===== src/hdl/chs_pkg.sv =====
// Package for the cosine hemisphere sampler: constants, arctangent table, helpers.
// No dependencies.
`timescale 1ns / 1ps
package chs_pkg;
    localparam int FRAC_BITS_DEF     = 16;
    localparam int CORDIC_STAGES_DEF = 16;
    localparam int ATAN_ENTRIES      = 24;
    localparam logic [31:0] PI4_Q30         = 32'd843314857;
    localparam logic [31:0] CORDIC_GAIN_Q30 = 32'd652032874;
    localparam logic [31:0] INV_PI_Q32      = 32'd1367130551;

    // Arctangent of 2^-i in Q2.30, truncated
    function automatic logic [31:0] atan_q30(input int i);
        logic [31:0] t [ATAN_ENTRIES];
        t = '{32'h3243F6A8, 32'h1DAC6705, 32'h0FADBAFC, 32'h07F56EA6, 32'h03FEAB76,
              32'h01FFD55B, 32'h00FFFAAA, 32'h007FFF55, 32'h003FFFEA, 32'h001FFFFD,
              32'h000FFFFF, 32'h0007FFFF, 32'h0003FFFF, 32'h0001FFFF, 32'h0000FFFF,
              32'h00007FFF, 32'h00003FFF, 32'h00001FFF, 32'h00000FFF, 32'h000007FF,
              32'h000003FF, 32'h000001FF, 32'h000000FF, 32'h0000007F};
        return t[i];
    endfunction
endpackage


===== src/hdl/chs_divider.sv =====
// Pipelined restoring divider: q = floor((num << FB) / den), one quotient bit a stage.
// Depends on chs_pkg.
`timescale 1ns / 1ps
module chs_divider
    import chs_pkg::*;
#(
    parameter int FB = FRAC_BITS_DEF,
    parameter int W  = 17,
    parameter int TW = 1
)(
    input  logic            clk,
    input  logic            rst_n,
    input  logic            in_valid,
    input  logic [W-1:0]    num,
    input  logic [W-1:0]    den,
    input  logic [TW-1:0]   in_tag,
    output logic            out_valid,
    output logic [FB:0]     quot,
    output logic [TW-1:0]   out_tag
);
    // num <= den, so quotient fits FB+1 bits; remainder always < den
    localparam int RW = W + 1;
    localparam int NS = FB + 1;

    logic              v_reg   [NS+1];
    logic [RW-1:0]     rem_reg [NS+1];
    logic [W-1:0]      den_reg [NS+1];
    logic [FB:0]       q_reg   [NS+1];
    logic [TW-1:0]     tag_reg [NS+1];

    assign rem_reg[0] = {1'b0, num};
    assign den_reg[0] = den;
    assign q_reg[0]   = '0;
    assign tag_reg[0] = in_tag;
    assign v_reg[0]   = in_valid;

    for (genvar s = 0; s < NS; s++) begin : g_st
        logic [RW-1:0] rem_next;
        logic [FB:0]   q_next;
        logic          ge;
        // first stage compares num itself, later ones the doubled remainder
        always_comb
        begin
            logic [RW-1:0] cand;
            cand = (s == 0) ? rem_reg[s] : {rem_reg[s][RW-2:0], 1'b0};
            ge = cand >= {1'b0, den_reg[s]};
            rem_next = ge ? cand - {1'b0, den_reg[s]} : cand;
            q_next = {q_reg[s][FB-1:0], ge};
        end
        always_ff @(posedge clk or negedge rst_n)
        begin
            if (!rst_n)
                v_reg[s+1] <= 1'b0;
            else
                v_reg[s+1] <= v_reg[s];
        end
        always_ff @(posedge clk)
        begin
            rem_reg[s+1] <= rem_next;
            den_reg[s+1] <= den_reg[s];
            q_reg[s+1]   <= q_next;
            tag_reg[s+1] <= tag_reg[s];
        end
    end

    assign out_valid = v_reg[NS];
    assign quot      = q_reg[NS];
    assign out_tag   = tag_reg[NS];
endmodule


===== config.mk =====
export PLATFORM = sky130hd
export DESIGN_NAME = chs_divider
export DESIGN_NICKNAME = d
export VERILOG_FILES = /design/src/hdl/chs_pkg.sv /design/src/hdl/chs_divider.sv
export SDC_FILE = /design/constraint.sdc
export NUM_CORES = 1
export LEC_CHECK = 0
export BUFFER_PORTS_ARGS = -buffer_cell sky130_fd_sc_hd__buf_2
export CAP_MARGIN = 20
export CORE_UTILIZATION = 35
export DETAILED_ROUTE_END_ITERATION = 7
export PLACE_DENSITY = 0.61
export RECOVER_POWER = 25
export SYNTH_ARGS = -nofsm -noshare
export SYNTH_HDL_FRONTEND = slang
export SYNTH_SLANG_ARGS = --single-unit

===== constraint.sdc =====
create_clock -name clk -period 3.5 [get_ports clk]
set_clock_uncertainty 0.15 [all_clocks]
set_input_delay 0.525 -clock clk [delete_from_list [all_inputs] [get_ports clk]]
set_output_delay 0.525 -clock clk [all_outputs]
set_load 0.05 [all_outputs]

==> impl_metrics.ini <==
[finish]
drive_gt1_share_pct = 11.2
post-route-util_pct = 40.9
final_cell_mix = dfxtp_1 (714), inv_1 (354), ha_1 (288)
multiInputGateArea_mm2 = 0.0153
postLayoutCellArea_mm2 = 0.0364
fillers = 8620
n_antenna_cell = 0
layout.cells.non_filler = 4579
finalNetCount = 3694
syn2layout_area_growth_pct = 15.3
layout_commonest_cell = dfxtp_1
final-seq-area_mm2 = 0.0147

[sta]
hold_violations = 0
hold_ws_ns = 0.0558
rsz0062_at_grt = no
setup-violations-final = 0
drv_slew = 0
fmax_mhz = 305
min_period_ns = 3.28
worst_slew_pin_slew_ns = 0.958
tns_ns = 0
worst_slack_ns = 0.223
max_slew_margin_pct = 36.2
finalCritPeriodShare_pct = 93.6

[grt]
use_met2_pct = 25.2
grt_pass1_vias = 21600
grt_pass1_wl_um = 106000
grt_use_total_pct = 14.1
grt-ovfl-total = 0
grt.met1_usage_pct = 16.5
top_usage_layer = met2
grtUsageMet3_pct = 2.56
grt_max_degree = 35
antenna_found_initial = 1

[placed_design]
port_buffers = 56
pre_cts_ws_ns = 0.218
routabilityCongestion = 0.892
placed_area_mm2 = 0.0334
dpl.cell_count = 4400
dpl.hpwl_um = 48700

[clock_tree]
cts_buffer_depth = 3
cts_resized = 0
tritoncts = done
cts.sinks = 731
ctsRootBufferMaster = clkbuf_16
numCtsBuffers = 80
clock_latency_ns = 0.63
clk_pin_slew_ns = 0.06
h-tree-depth = 3

[route]
vias = 21700
via_per_inst = 4.74
routed_wl_um = 63800
wire_per_inst_um = 13.9
ant_nets = 0
route.detailed.drc = 0
drtPass1Iterations = 5
drtIter0Drc = 937

[setup_path]
rr_startpoint = g_st[12].$5.cand[1]
crit_type = reg -> reg
r2r_slack_ns = 0.22
rr_endpoint = g_st[13].$5.cand[15]
end_kind = flip-flop
rr_worst_depth = 10
crit_required_ns = 3.85
critPathLaunchType = flip-flop
crit_fanout = 18
cp.arrival_ns = 3.63

[logic_synthesis]
ys_async_sr_fraction_pct = 2.33
yosys_warnings = 0
synthXorXnorAreaFrac_pct = 5.83
synth_seq_cells = 731
synth_area_mm2 = 0.0316
synth_top_family_by_area = compound AO/OA/AOI/OAI gates
yosys.area_share.simple_pct = 9.55
synth_edf_count = 0
syn-num-nets = 3547
synth_compound_area_share_pct = 15.3
syn_area_per_cell_um2 = 9.85
syn_inst = 3205
synth_cell_types = 79
ys_seq_area_share_pct = 46.6
yosys.area_share.adder_pct = 12.4
synth.area.mux_share_pct = 5.31
ys.flop_type = dfxtp_1

[die]
start_util_pct = 35.5
rows = 109
io_pins = 57
die_h_um = 302
die_w_um = 302
dieArea_mm2 = 0.0914
coreArea_mm2 = 0.0889

[job]
max_cap_viol_count = 0

[power]
power.total_mw = 37.7
vdd_drop_max_uv = 426
p_per_area_mw_per_mm2 = 1030
leakage_nw = 16.6

[worst_hold_path]
hold-path-cell-count = 2
min_from = num[8]
hold_class = in -> reg
hold_path_end = g_st[1].$5.cand[9]

[run_status]
status = finished clean
[kinds of logic after synthesis]
logic type                 after synthesis
adders and majority gates              304
AOI/OAI and AO/OA                      764
and+or+nand+nor                        641
buffers and inverters                  410
xor gates and xnor gates               210
DFF                                    731
muxes                                  145
[layout make-up]
class | instances | share of cell area (%)
Inverter | 354 | 3.65
Timing Repair Buffer | 121 | 2.45
Clock inverter | 34 | 1.14
Sequential cell | 731 | 40.4
Tap cell | 1165 | 4.00
Clock buffer | 110 | 6.25
Multi-Input combinational cell | 2064 | 42.1
[report_power, final]
part           total [mW]  internal (mW)  switching, mW
combinational        16.8           7.87           8.94
sequential           12.3           11.1           1.25
clock                8.49           5.10           3.40
[repair_timing]
action,in CTS,in global routing
hold endpoints to repair,51,0
hold buffers,35,0
buffers inserted,0,0
[how the worst max path moves through the flow]
stage / startpoint / endpoint / slack (ns) / cells after the start
5_1_grt: g_st[12].$5.cand[1] / g_st[13].$5.cand[15] / 0.07 / 10
6_report: g_st[12].$5.cand[1] / g_st[13].$5.cand[15] / 0.22 / 10
3_3_place_gp: num[3] / g_st[1].$5.cand[4] / 0.21 / 11
3_5_place_dp: den[3] / g_st[1].$5.cand[4] / 0.22 / 12
2_1_floorplan: den[3] / g_st[1].$5.cand[10] / 0.45 / 11
4_1_cts: g_st[12].$5.cand[1] / g_st[13].$5.cand[15] / 0.21 / 10
[cell usage after synthesis (18+ instances only)]
library cell | n | area (um^2)
dfxtp_1 | 714 | 14300
inv_1 | 354 | 1330
ha_1 | 288 | 3600
a21oi_1 | 221 | 1110
o21ai_0 | 216 | 1080
nand2_1 | 206 | 773
nor2_1 | 159 | 597
mux2_2 | 123 | 1390
xnor2_1 | 119 | 1040
a21o_1 | 92 | 691
xor2_1 | 91 | 797
nand3_1 | 49 | 245
nand2b_1 | 46 | 288
clkbuf_1 | 45 | 169
nand4_1 | 42 | 263
nor3_1 | 40 | 200
a31oi_1 | 38 | 238
nor2b_1 | 37 | 231
o21a_1 | 29 | 218
a211oi_1 | 25 | 188
o21bai_1 | 18 | 135
[layer usage]
metal | vias to the layer above | wire (um)
li1 | 11300 | -
met1 | 9927 | 28000
met2 | 318 | 31500
met3 | 140 | 2180
met4 | 0 | 2170
met5 | - | 0
[critical path, cell delays in order (launching register included)]
cell	delay [ns]
dfxtp_1	0.33
inv_1	0.06
fa_1	0.41
nand2b_1	0.19
a21oi_1	0.13
a211oi_1	0.10
a21oi_2	0.17
a31oi_1	0.14
o221a_2	0.29
o21ai_2	0.74
mux2_2	0.43
No activity file was read; power rests on OpenSTA's default activity.
