--- src/hdl/chs_pkg.sv ---
// Package for the cosine hemisphere sampler: constants, arctangent table, helpers.
// No dependencies.
`timescale 1ns / 1ps
package chs_pkg;
    localparam int FRAC_BITS_DEF     = 16;
    localparam int CORDIC_STAGES_DEF = 16;
    localparam int ATAN_ENTRIES      = 24;
    localparam logic [31:0] PI4_Q30         = 32'd843314857;
    localparam logic [31:0] CORDIC_GAIN_Q30 = 32'd652032874;
    localparam logic [31:0] INV_PI_Q32      = 32'd1367130551;

    // Arctangent of 2^-i in Q2.30, truncated
    function automatic logic [31:0] atan_q30(input int i);
        logic [31:0] t [ATAN_ENTRIES];
        t = '{32'h3243F6A8, 32'h1DAC6705, 32'h0FADBAFC, 32'h07F56EA6, 32'h03FEAB76,
              32'h01FFD55B, 32'h00FFFAAA, 32'h007FFF55, 32'h003FFFEA, 32'h001FFFFD,
              32'h000FFFFF, 32'h0007FFFF, 32'h0003FFFF, 32'h0001FFFF, 32'h0000FFFF,
              32'h00007FFF, 32'h00003FFF, 32'h00001FFF, 32'h00000FFF, 32'h000007FF,
              32'h000003FF, 32'h000001FF, 32'h000000FF, 32'h0000007F};
        return t[i];
    endfunction
endpackage

--- src/hdl/chs_sqrt.sv ---
// Pipelined integer square root, one result bit a stage.
// Depends on chs_pkg.
`timescale 1ns / 1ps
module chs_sqrt
    import chs_pkg::*;
#(
    parameter int RB = 16,
    parameter int TW = 1
)(
    input  logic           clk,
    input  logic           rst_n,
    input  logic           in_valid,
    input  logic [2*RB-1:0] radicand,
    input  logic [TW-1:0]  in_tag,
    output logic           out_valid,
    output logic [RB-1:0]  root,
    output logic [TW-1:0]  out_tag
);
    localparam int VW = 2 * RB;
    logic              v_reg   [RB+1];
    logic [VW-1:0]     rad_reg [RB+1];
    logic [RB+1:0]     rem_reg [RB+1];
    logic [RB-1:0]     res_reg [RB+1];
    logic [TW-1:0]     tag_reg [RB+1];

    assign v_reg[0]   = in_valid;
    assign rad_reg[0] = radicand;
    assign rem_reg[0] = '0;
    assign res_reg[0] = '0;
    assign tag_reg[0] = in_tag;

    // digit-by-digit: bring down two bits, try 4*res+1
    for (genvar i = 0; i < RB; i++) begin : g_st
        logic [RB+1:0] cur, trial;
        logic          ok;
        assign cur   = {rem_reg[i][RB-1:0], rad_reg[i][VW-1 -: 2]};
        assign trial = {res_reg[i], 2'b01};
        assign ok    = cur >= trial;
        always_ff @(posedge clk or negedge rst_n)
        begin
            if (!rst_n)
                v_reg[i+1] <= 1'b0;
            else
                v_reg[i+1] <= v_reg[i];
        end
        always_ff @(posedge clk)
        begin
            rad_reg[i+1] <= {rad_reg[i][VW-3:0], 2'b00};
            rem_reg[i+1] <= ok ? cur - trial : cur;
            res_reg[i+1] <= {res_reg[i][RB-2:0], ok};
            tag_reg[i+1] <= tag_reg[i];
        end
    end

    assign out_valid = v_reg[RB];
    assign root      = res_reg[RB];
    assign out_tag   = tag_reg[RB];
endmodule

--- config.mk ---
export PLATFORM = sky130hd
export DESIGN_NAME = chs_sqrt
export DESIGN_NICKNAME = d
export VERILOG_FILES = /design/src/hdl/chs_pkg.sv /design/src/hdl/chs_sqrt.sv
export SDC_FILE = /design/constraint.sdc
export NUM_CORES = 1
export LEC_CHECK = 0
export BUFFER_PORTS_ARGS = -buffer_cell sky130_fd_sc_hd__buf_2
export CORE_ASPECT_RATIO = 0.9
export CORE_MARGIN = 10
export CORE_UTILIZATION = 40
export CTS_CLUSTER_DIAMETER = 60
export CTS_CLUSTER_SIZE = 28
export DETAILED_ROUTE_END_ITERATION = 8
export PLACE_DENSITY_LB_ADDON = 0.3
export SYNTH_ARGS = -nofsm -noshare
export SYNTH_HDL_FRONTEND = slang
export SYNTH_SLANG_ARGS = --single-unit
--- constraint.sdc ---
create_clock -name clk -period 2.35 [get_ports clk]
set_input_delay 0.3525 -clock clk [delete_from_list [all_inputs] [get_ports clk]]
set_output_delay 0.3525 -clock clk [all_outputs]
set_load 0.01 [all_outputs]
==> impl_metrics.csv, run 1 <==
group,metric,value,unit
routing,dr_wl_met3,1600,um
cts,htree_levels,2,
finish,antenna_cells,0,
finish,seqCellArea,12800,sq um
yosys,synth.area.top_cells,"dfxtp_1 (56%), ha_1 (8.6%), xnor2_1 (3.7%), inv_1 (3.0%), a21oi_1 (2.7%)",
finish,multiInputGateArea,9500,sq um
sta,finalSetupViolations,10,
finish,largest_reg_flops,254,
setup_path,r2r-start,"g_st[6].cur[2]",
yosys,synthCells,2033,
floorplan,rows,81,
routing,drt_iter0_drc,827,
setup_path,path_cells,"ha_4, nor2b_4, o21ai_2, a21oi_2, or3_4, or4_4, nor3b_1, a21o_1",
setup_path,r2r_setup_slack,-50,ps
placement,gp_congestion,0.874,
setup_path,cp_max_fo,6,
routing,antenna_left,0,
routing,vias,14600,
cts,numCtsBuffers,43,
floorplan,die_area,65100,sq um
setup_path,crit_arrival,2890,ps
yosys,ys_seq_area_frac,0.576,
finish,n_fill_cell,4846,
placement,port_buffers,53,
grt,grt_pass1_wl,69500,um
sta,fin_crit,2400,ps
setup_path,crit_slowest_cell,"or4_4",
routing,drt-total-wl,42300,um
routing,first_pass_iters,5,
grt,globalRouteTotalUtil,0.127,
cts,tritoncts,"done",
sta,maxSlewHeadroom,0.490,
cts,clk_latency,600,ps
yosys,synth_nets,2221,
grt,grt_remaining_overflow,0,
routing,via_per_inst,4.80,
yosys,syn_area,22100,sq um
cts,path_clk_slew,100,ps
setup_path,crit_path_max_incr_delay,620,ps
placement,post-place-ws,-169,ps
cts,clkSinkCount,632,
pwr,p_leak,12.6,nW
setup_path,crit_required,2840,ps
floorplan,io_pins,54,
yosys,synth_area_leader_cell,"dfxtp_1",
routing,wl_met2,19200,um
sta,rsz0062_at_grt,"yes",
sta,max_freq,417,MHz
routing,wl_per_cell,13.9,um
floorplan,fp.dieH,243,um
cts,clk_path_buf_depth,3,
setup_path,r2r_cells,8,
sta,hold_viol_final,0,
routing,top_layer,"met4",
routing,wl_met1,20500,um
sta,drv_slew,0,
cts,clockRootBuffer,"clkbuf_16",
floorplan,die_w,268,um
yosys,yosys_warnings,0,
placement,placed_area,24300,sq um
placement,placedCellCount,2905,
sta,post-route-worst-setup-slack,-49.5,ps
run_status,violations,"setup timing",
finish,layout.nets,2487,
finish,syn_to_final_growth,23.2,%
finish,drive_above_1_share,0.209,
grt,grt_antenna_before_repair,0,
yosys,synth.avg_cell_area,10.9,sq um
setup_path,crit_path_start_kind,"flop",
setup_path,crit_type,"reg -> reg",
pwr,vdd_drop_max,668,uV
setup_path,endpoint_kind,"flop",
pwr,power_density,1080,nW/um^2
floorplan,initial_core_util,0.406,
routing,drc,0,
grt,first_global_vias,14500,
yosys,ys_ff_latch,632,
finish,stdcell_count,3034,
placement,dp_hpwl,31000,um
worst_hold_path,worstHoldPathType,"in -> async",
sta,worstMarginPinSlew,757,ps
finish,fin_area,27200,sq um
sta,fin_skew,28.7,ps
sta,period_share,1.02,
floorplan,core-area,54500,sq um
yosys,synth_top_cell_area_share,0.557,
yosys,yosysMostFrequentCell,"dfxtp_1",
yosys,synth_commonest_cells,"dfxtp_1 (616), inv_1 (177), ha_1 (152), a21oi_1 (120), nor2_1 (117)",
grt,grt_max_degree,30,
job,max_cap_violations,0,
setup_path,r2r_end,"g_st[7].cur[10]",
yosys,synth_cell_type_count,77,
yosys,synth_flop_cell,"dfxtp_1",
yosys,synth_edf_count,0,
yosys,async_reset_ff_frac,0.0253,
run_status,outcome,"complete, but fails checks",
-- worst max-delay path by stage --
stage                            start              end  depth (start not counted)
global placement     g_st[14].trial[2]  g_st[15].cur[5]                          9
detailed placement  g_st[14].trial[11]  g_st[15].cur[5]                          9
CTS                 g_st[14].trial[11]  g_st[15].cur[5]                         10
global route          g_st[6].trial[2]  g_st[7].cur[10]                          9
floorplan             g_st[6].trial[6]  g_st[7].cur[11]                         10
finish                  g_st[6].cur[2]  g_st[7].cur[10]                          8
-- stage by stage --
stage	util	TNS (ps)	power (mW)	hold slack (ps)
2_1_floorplan	-	0	18.7	56.9
3_3_place_gp	0.445	-3280	20.8	265
3_5_place_dp	0.445	-4940	21.0	268
4_1_cts	0.483	0	29.2	146
5_1_grt	0.500	-2260	31.3	197
6_report	0.500	-225	29.5	198
-- layer usage --
metal	GRT usage	up-vias
li1	-	7471
met1	0.169	6808
met2	0.206	212
met3	0.0201	59
met4	0.0448	0
met5	0	-
-- timing repair --
action | CTS | global route
endpoints found under the setup margin | 77 | 158
gates cloned | 1 | 2
hold buffers | 36 | 0
endpoints found under the hold margin | 51 | 0
buffers inserted | 6 | 9
pin swaps | 8 | 30
resized for setup | 29 | 166
-- logic make-up (layout without fill, tap and decap cells) --
family          Yosys count  in the layout  share of synthesized area
compound gates          382            383                      0.112
fa+ha+maj               152            152                     0.0860
simple gates            453            453                      0.103
flops                   632            632                      0.576
other cells               1              1                   0.000170
buf+inv                 207            502                     0.0360
mux                      47             47                     0.0246
xor+xnor                159            159                     0.0630
-- worst max-delay path, delay by kind of cell, from the launching register on --
kind	cells	cell delay [ps]
adders and majority gates	1	220
DFF	1	390
and+or+nand+nor	4	1290
AOI/OAI and AO/OA	3	400
-- cell type report --
cell class / instances / area share
Clock buffer: 48 / 0.0425
Clock inverter: 27 / 0.0134
Inverter: 179 / 0.0247
Multi-Input combinational cell: 1195 / 0.349
Sequential cell: 632 / 0.468
Tap cell: 705 / 0.0324
Timing Repair Buffer: 248 / 0.0701
-- power by group --
part	internal, mW	switching, mW	total, mW
clock	3.91	4.05	7.97
sequential	12.7	1.26	13.9
combinational	3.98	3.66	7.64
total	20.5	8.98	29.5
-- cell usage in the layout, fill, tap and decap left out, types with 11 or more instances in the layout --
master,netlist,final
ha_4,0,21
nor4_1,20,16
nor2_1,117,108
dfxtp_1,616,598
xor2_1,65,65
dfrtp_1,16,16
a21oi_1,120,99
nand3_1,29,22
o21ai_0,79,63
a21oi_2,0,21
ha_1,152,128
nor2b_1,26,21
or3_1,20,17
nand2b_1,18,17
a211oi_1,12,11
nand2_1,94,93
a21o_1,45,45
buf_2,6,53
nor3_1,49,36
inv_1,177,175
dlygate4sd3_1,0,36
mux2_2,31,31
xnor2_1,94,94
dfxtp_2,0,18
nand4_1,18,18
buf_4,1,149
clkbuf_16,0,46
o21a_1,30,30
o21ai_1,1,13
(Power assumes the default switching activity.)
==> inputs of run 2 (changes only) <==
--- a/config.mk
+++ b/config.mk
@@ -5,6 +5,7 @@
 export SDC_FILE = /design/constraint.sdc
 export NUM_CORES = 1
 export LEC_CHECK = 0
+export ABC_AREA = 1
 export BUFFER_PORTS_ARGS = -buffer_cell sky130_fd_sc_hd__buf_2
 export CORE_ASPECT_RATIO = 0.9
 export CORE_MARGIN = 10
==> impl_metrics.csv, run 2 <==
group,metric,value,unit
run_status,outcome,"finished clean",
yosys,synth_nets,3509,
cts,clk_path_buf_depth,3,
finish,utilization,0.454,
yosys,ys_seq_area_frac,0.487,
sta,period_share,0.907,
pwr,vdd_drop_max,714,uV
finish,multiInputGateArea,11000,sq um
cts,cts_resized,0,
yosys,synthCells,3321,
yosys,synth_xor_area_frac,0.0264,
floorplan,die_w,289,um
yosys,ys_ff_latch,632,
sta,max_freq,469,MHz
yosys,synth_compound_area_frac,0.0482,
floorplan,io_pins,54,
worst_hold_path,worstHoldPathType,"in -> async",
routing,wl_met1,27800,um
floorplan,initial_core_util,0.406,
yosys,syn_area,26100,sq um
yosys,synth.area.top_cells,"dfxtp_1 (47%), nand2_1 (14%), inv_1 (8.1%), ha_1 (7.3%), nand3_1 (3.9%)",
finish,n_fill_cell,6414,
sta,setup_tns,0,ps
floorplan,rows,88,
yosys,synth_edf_count,0,
yosys,synth_commonest_cells,"nand2_1 (1002), dfxtp_1 (616), inv_1 (564), nor2_1 (213), nand3_1 (206)",
job,max_cap_violations,0,
sta,finalSetupViolations,0,
sta,drv_slew,0,
setup_path,cp_max_fo,16,
yosys,yosys_warnings,0,
yosys,synthMuxAreaShare,0,
yosys,synth_top_cell_area_share,0.472,
finish,syn_to_final_growth,11.9,%
grt,grt_pass1_wl,91400,um
yosys,yosysMostFrequentCell,"nand2_1",
routing,first_pass_iters,7,
yosys,synth_area_leader_cell,"dfxtp_1",
placement,dp_hpwl,42500,um
yosys,async_reset_ff_frac,0.0253,
yosys,synth.avg_cell_area,7.87,sq um
finish,antenna_cells,0,
yosys,synthSimpleGateAreaFrac,0.272,
sta,maxSlewHeadroom,0.503,
routing,wl_per_cell,12.6,um
placement,port_buffers,53,
routing,drt-total-wl,54700,um
routing,wl_met2,23300,um
placement,post-place-ws,220,ps
setup_path,crit_type,"reg -> reg",
setup_path,r2r_setup_slack,220,ps
grt,globalRouteTotalUtil,0.144,
setup_path,r2r_cells,10,
routing,top_layer,"met4",
yosys,synth_top_family_by_area,"simple AND/OR/NAND/NOR gates",
floorplan,fp.dieH,262,um
sta,rsz0062_at_grt,"no",
grt,first_global_vias,18400,
cts,clockRootBuffer,"clkbuf_16",
pwr,p_leak,15.6,nW
setup_path,crit_required,2840,ps
finish,largest_reg_flops,254,
cts,path_clk_slew,100,ps
sta,fin_crit,2130,ps
yosys,synth-adder-area-share,0.0728,
yosys,synth_cell_type_count,55,
placement,gp_congestion,0.920,
sta,post-route-worst-setup-slack,218,ps
finish,drive_above_1_share,0.0817,
cts,clk_latency,600,ps
cts,clkSinkCount,632,
setup_path,crit_path_start_kind,"flop",
routing,via_per_inst,4.52,
routing,antenna_left,0,
cts,htree_levels,2,
setup_path,endpoint_kind,"flop",
sta,hold_viol_final,0,
finish,final_common_cell,"nand2_1",
finish,seqCellArea,12700,sq um
grt,grt_max_degree,30,
finish,layout.nets,3634,
cts,numCtsBuffers,43,
finish,layout_common_cells,"nand2_1 (1002), dfxtp_1 (616), inv_1 (564)",
setup_path,crit_arrival,2620,ps
routing,drt_iter0_drc,1381,
routing,dr_wl_met3,2490,um
sta,timing.hold.ws,206,ps
sta,fin_skew,47.0,ps
yosys,synth_flop_cell,"dfxtp_1",
cts,tritoncts,"done",
floorplan,core-area,64400,sq um
grt,grt_remaining_overflow,0,
floorplan,die_area,75900,sq um
routing,drc,0,
routing,vias,19600,
grt,grt_antenna_before_repair,0,
sta,worstMarginPinSlew,743,ps
pwr,power_density,1100,nW/um^2
## run 2: changes by cell type in the layout (fill, tap and decap cells not counted), moves of 67 or more
| cell | delta |
|---|---|
| xnor2_1 | -67 |
| inv_1 | +389 |
| nand3_1 | +184 |
| nand2_1 | +909 |
| buf_4 | -135 |
| nor2_1 | +105 |
## run 2: cells by family after synthesis
group                      after synthesis
buffers and inverters                  607
and+or+nand+nor                       1634
DFF                                    632
adders and majority gates              152
xor gates and xnor gates                78
AOI/OAI and AO/OA                      217
other                                    1
## run 2: report_power, final
part           internal [mW]  switching [mW]  total (mW)
registers               12.8            1.40        14.2
logic                   3.56            6.30        9.86
clock network           3.79            4.30        8.09
## run 2: layout make-up
class                   count  share of cell area
flip-flops and latches    632               0.435
multi-input cells        2082               0.375
inverters                 584              0.0753
clock buffers              49              0.0383
well taps                 855              0.0366
repair buffers            103              0.0250
clock inverters            28              0.0147
## run 2: repair_timing
item	4_1_cts	5_1_grt
hold buffers	36	0
buffers inserted	0	4
endpoints found under the setup margin	0	1
hold endpoints to repair	51	0
## run 2: path summary, 6_finish.rpt
kind	start	end
worst min-delay path	rst_n	out_valid
max in group asynchronous	rst_n	v_reg[7]
worst max-delay path	g_st[9].trial[9]	g_st[10].cur[3]
min in group clk	rad_reg[441]	rad_reg[411]
worst max register to register	g_st[9].trial[9]	g_st[10].cur[3]
worst min register to register	rad_reg[441]	rad_reg[411]
## run 2: layer usage
metal / track usage / up-vias
met2: 0.222 / 361
met4: 0.0383 / 0
met1: 0.203 / 8675
met3: 0.0239 / 81
met5: 0 / -
li1: - / 10500
## run 2: metrics by stage
stage	instances	instance area, sq um	total power [mW]
after detailed placement	4216	27300	24.1
after global routing	4333	29200	34.5
after floorplan	3321	26100	21.6
final	4333	29200	32.1
after global placement	4216	27300	24.1
after CTS	4329	29200	32.4
## run 2: worst max-delay path, cell delays in order, from the launching register on
cell,delay (ps)
dfxtp_1,340
inv_1,50
ha_1,330
nand2_1,140
inv_1,60
nand2_1,80
nor2_1,60
a31oi_2,550
nand2_4,240
nand2_1,120
nand2_1,50
==> inputs of run 3 (changes only) <==
--- a/config.mk
+++ b/config.mk
@@ -13,6 +13,7 @@
 export CTS_CLUSTER_DIAMETER = 60
 export CTS_CLUSTER_SIZE = 28
 export DETAILED_ROUTE_END_ITERATION = 8
+export MAX_ROUTING_LAYER = met4
 export PLACE_DENSITY_LB_ADDON = 0.3
 export SYNTH_ARGS = -nofsm -noshare
 export SYNTH_HDL_FRONTEND = slang
==> impl_metrics.csv, run 3 (synthesis gave the netlist of run 2 again) <==
group,metric,value,unit
run_status,outcome,"finished clean",
sta,period_share,0.903,
sta,worstMarginPinSlew,613,ps
cts,htree_levels,2,
setup_path,path_cells,"inv_1, ha_1, nand2_1, nor2_2, nor2_2, o21bai_4, nand2_2, nand3_4, inv_2, nand2_1, nand2_1",
floorplan,die_w,289,um
pwr,power_frac_seq,0.437,
grt,first_global_vias,18600,
floorplan,core-area,64400,sq um
setup_path,crit_required,2880,ps
sta,drv_slew,0,
pwr,power_frac_comb,0.305,
routing,wl_per_cell,12.8,um
routing,drc,0,
finish,antenna_cells,0,
sta,max_freq,471,MHz
setup_path,cpMostUsedCell,"nand2_1",
cts,path_clk_slew,100,ps
pwr,vdd_drop_max,817,uV
routing,antenna_left,0,
setup_path,crit_path_max_incr_delay,400,ps
floorplan,rows,88,
cts,postCtsSetupBuffers,0,
cts,clk_path_buf_depth,3,
pwr,finalPower,32.5,mW
pwr,p_switching,12.2,mW
floorplan,initial_core_util,0.406,
setup_path,crit_arrival,2660,ps
sta,fin_crit,2120,ps
grt,grt_remaining_overflow,0,
finish,layout_common_cells,"nand2_1 (1002), dfxtp_1 (616), inv_1 (564)",
cts,clockRootBuffer,"clkbuf_16",
routing,drt_iter0_drc,1307,
floorplan,die_area,75900,sq um
sta,hold_viol_final,0,
finish,largest_reg_flops,254,
finish,seqCellArea,12700,sq um
setup_path,endpoint_kind,"flop",
floorplan,io_pins,54,
finish,drive_above_1_share,0.0815,
cts,clkSinkCount,632,
grt,grt_max_degree,30,
routing,via_per_inst,4.52,
routing,drt-total-wl,55400,um
finish,multiInputGateArea,11000,sq um
setup_path,crit_slowest_cell,"dfxtp_1",
setup_path,crit_type,"reg -> reg",
grt,grt_antenna_before_repair,0,
sta,fin_skew,40.2,ps
placement,dp_hpwl,43100,um
setup_path,crit_path_start_kind,"flop",
sta,setup_tns,0,ps
routing,first_pass_iters,6,
placement,gp_congestion,0.921,
pwr,p_int,20.3,mW
pwr,power_density,1110,nW/um^2
sta,rsz0062_at_grt,"no",
placement,port_buffers,53,
finish,n_fill_cell,6324,
setup_path,cp_max_fo,14,
routing,vias,19500,
finish,layout.nets,3631,
sta,maxSlewHeadroom,0.587,
cts,clk_latency,610,ps
floorplan,fp.dieH,262,um
pwr,p_leak,15.6,nW
grt,globalRouteTotalUtil,0.150,
finish,final_common_cell,"nand2_1",
pwr,sw_frac_of_total,0.374,
sta,timing.hold.ws,171,ps
cts,tritoncts,"done",
pwr,clockPowerShare,0.258,
sta,finalSetupViolations,0,
job,max_cap_violations,0,
finish,syn_to_final_growth,12.1,%
grt,grt_pass1_wl,92700,um
cts,numCtsBuffers,43,
worst_hold_path,worstHoldPathType,"in -> async",
[run 3: changes by cell type in the layout (fill, tap and decap cells not counted), moves of 2 or more]
cell	change
clkbuf_1	-2
buf_4	-3
inv_8	+2
bufinv_16	+2
inv_12	-4
clkinv_4	-2
clkbuf_8	-2
inv_16	+5
[run 3: critical path, delay by kind of cell (launching register included)]
kind | cells | cell delay [ps]
fa+ha+maj | 1 | 330
flops | 1 | 400
buf+inv | 2 | 350
simple gates | 7 | 870
compound gates | 1 | 110
[run 3: area by class of cell]
type | count | share of cell area
multi-input cells | 2082 | 0.374
flip-flops and latches | 632 | 0.435
clock inverters | 31 | 0.0180
clock buffers | 45 | 0.0370
repair buffers | 100 | 0.0242
inverters | 584 | 0.0751
well taps | 855 | 0.0365
[run 3: metrics by stage]
stage               setup WS, ps  area [sq um]  utilization  instances
floorplan                    690         26100            -       3321
global placement             237         27300        0.424       4217
detailed placement           261         27300        0.424       4217
CTS                          235         29300        0.455       4329
global route                20.5         29300        0.455       4329
finish                       227         29300        0.455       4329
[run 3: worst paths after layout]
kind	startpoint	endpoint	slack (ps)	cells after the start
max in group asynchronous	rst_n	v_reg[7]	1920	2
worst max register to register	g_st[8].trial[3]	g_st[9].cur[5]	230	11
worst max-delay path	g_st[8].trial[3]	g_st[9].cur[5]	230	11
worst min-delay path	rst_n	out_valid	170	2
worst min register to register	rad_reg[488]	rad_reg[458]	330	0
min in group clk	rad_reg[488]	rad_reg[458]	330	0
[run 3: power by group through the flow]
stage / clock network, mW / registers [mW] / logic (mW)
2_1_floorplan: 0 / 13.8 / 7.78
3_3_place_gp: 0 / 14.5 / 9.73
3_5_place_dp: 0 / 14.4 / 9.79
4_1_cts: 8.68 / 14.2 / 9.89
5_1_grt: 9.08 / 14.4 / 11.4
6_report: 8.40 / 14.2 / 9.90
[run 3: timing repair]
item	CTS	global route
setup endpoints to repair	0	4
resized for setup	0	2
hold endpoints to repair	51	0
hold buffers	36	0
[run 3: routing by layer]
metal  vias up  share of wire  global-route usage
li1      10500              -                   -
met1      8641           0.51               0.209
met2       362           0.42               0.226
met3        74          0.045              0.0206
met4         0          0.020              0.0374
met5         -              0                   -
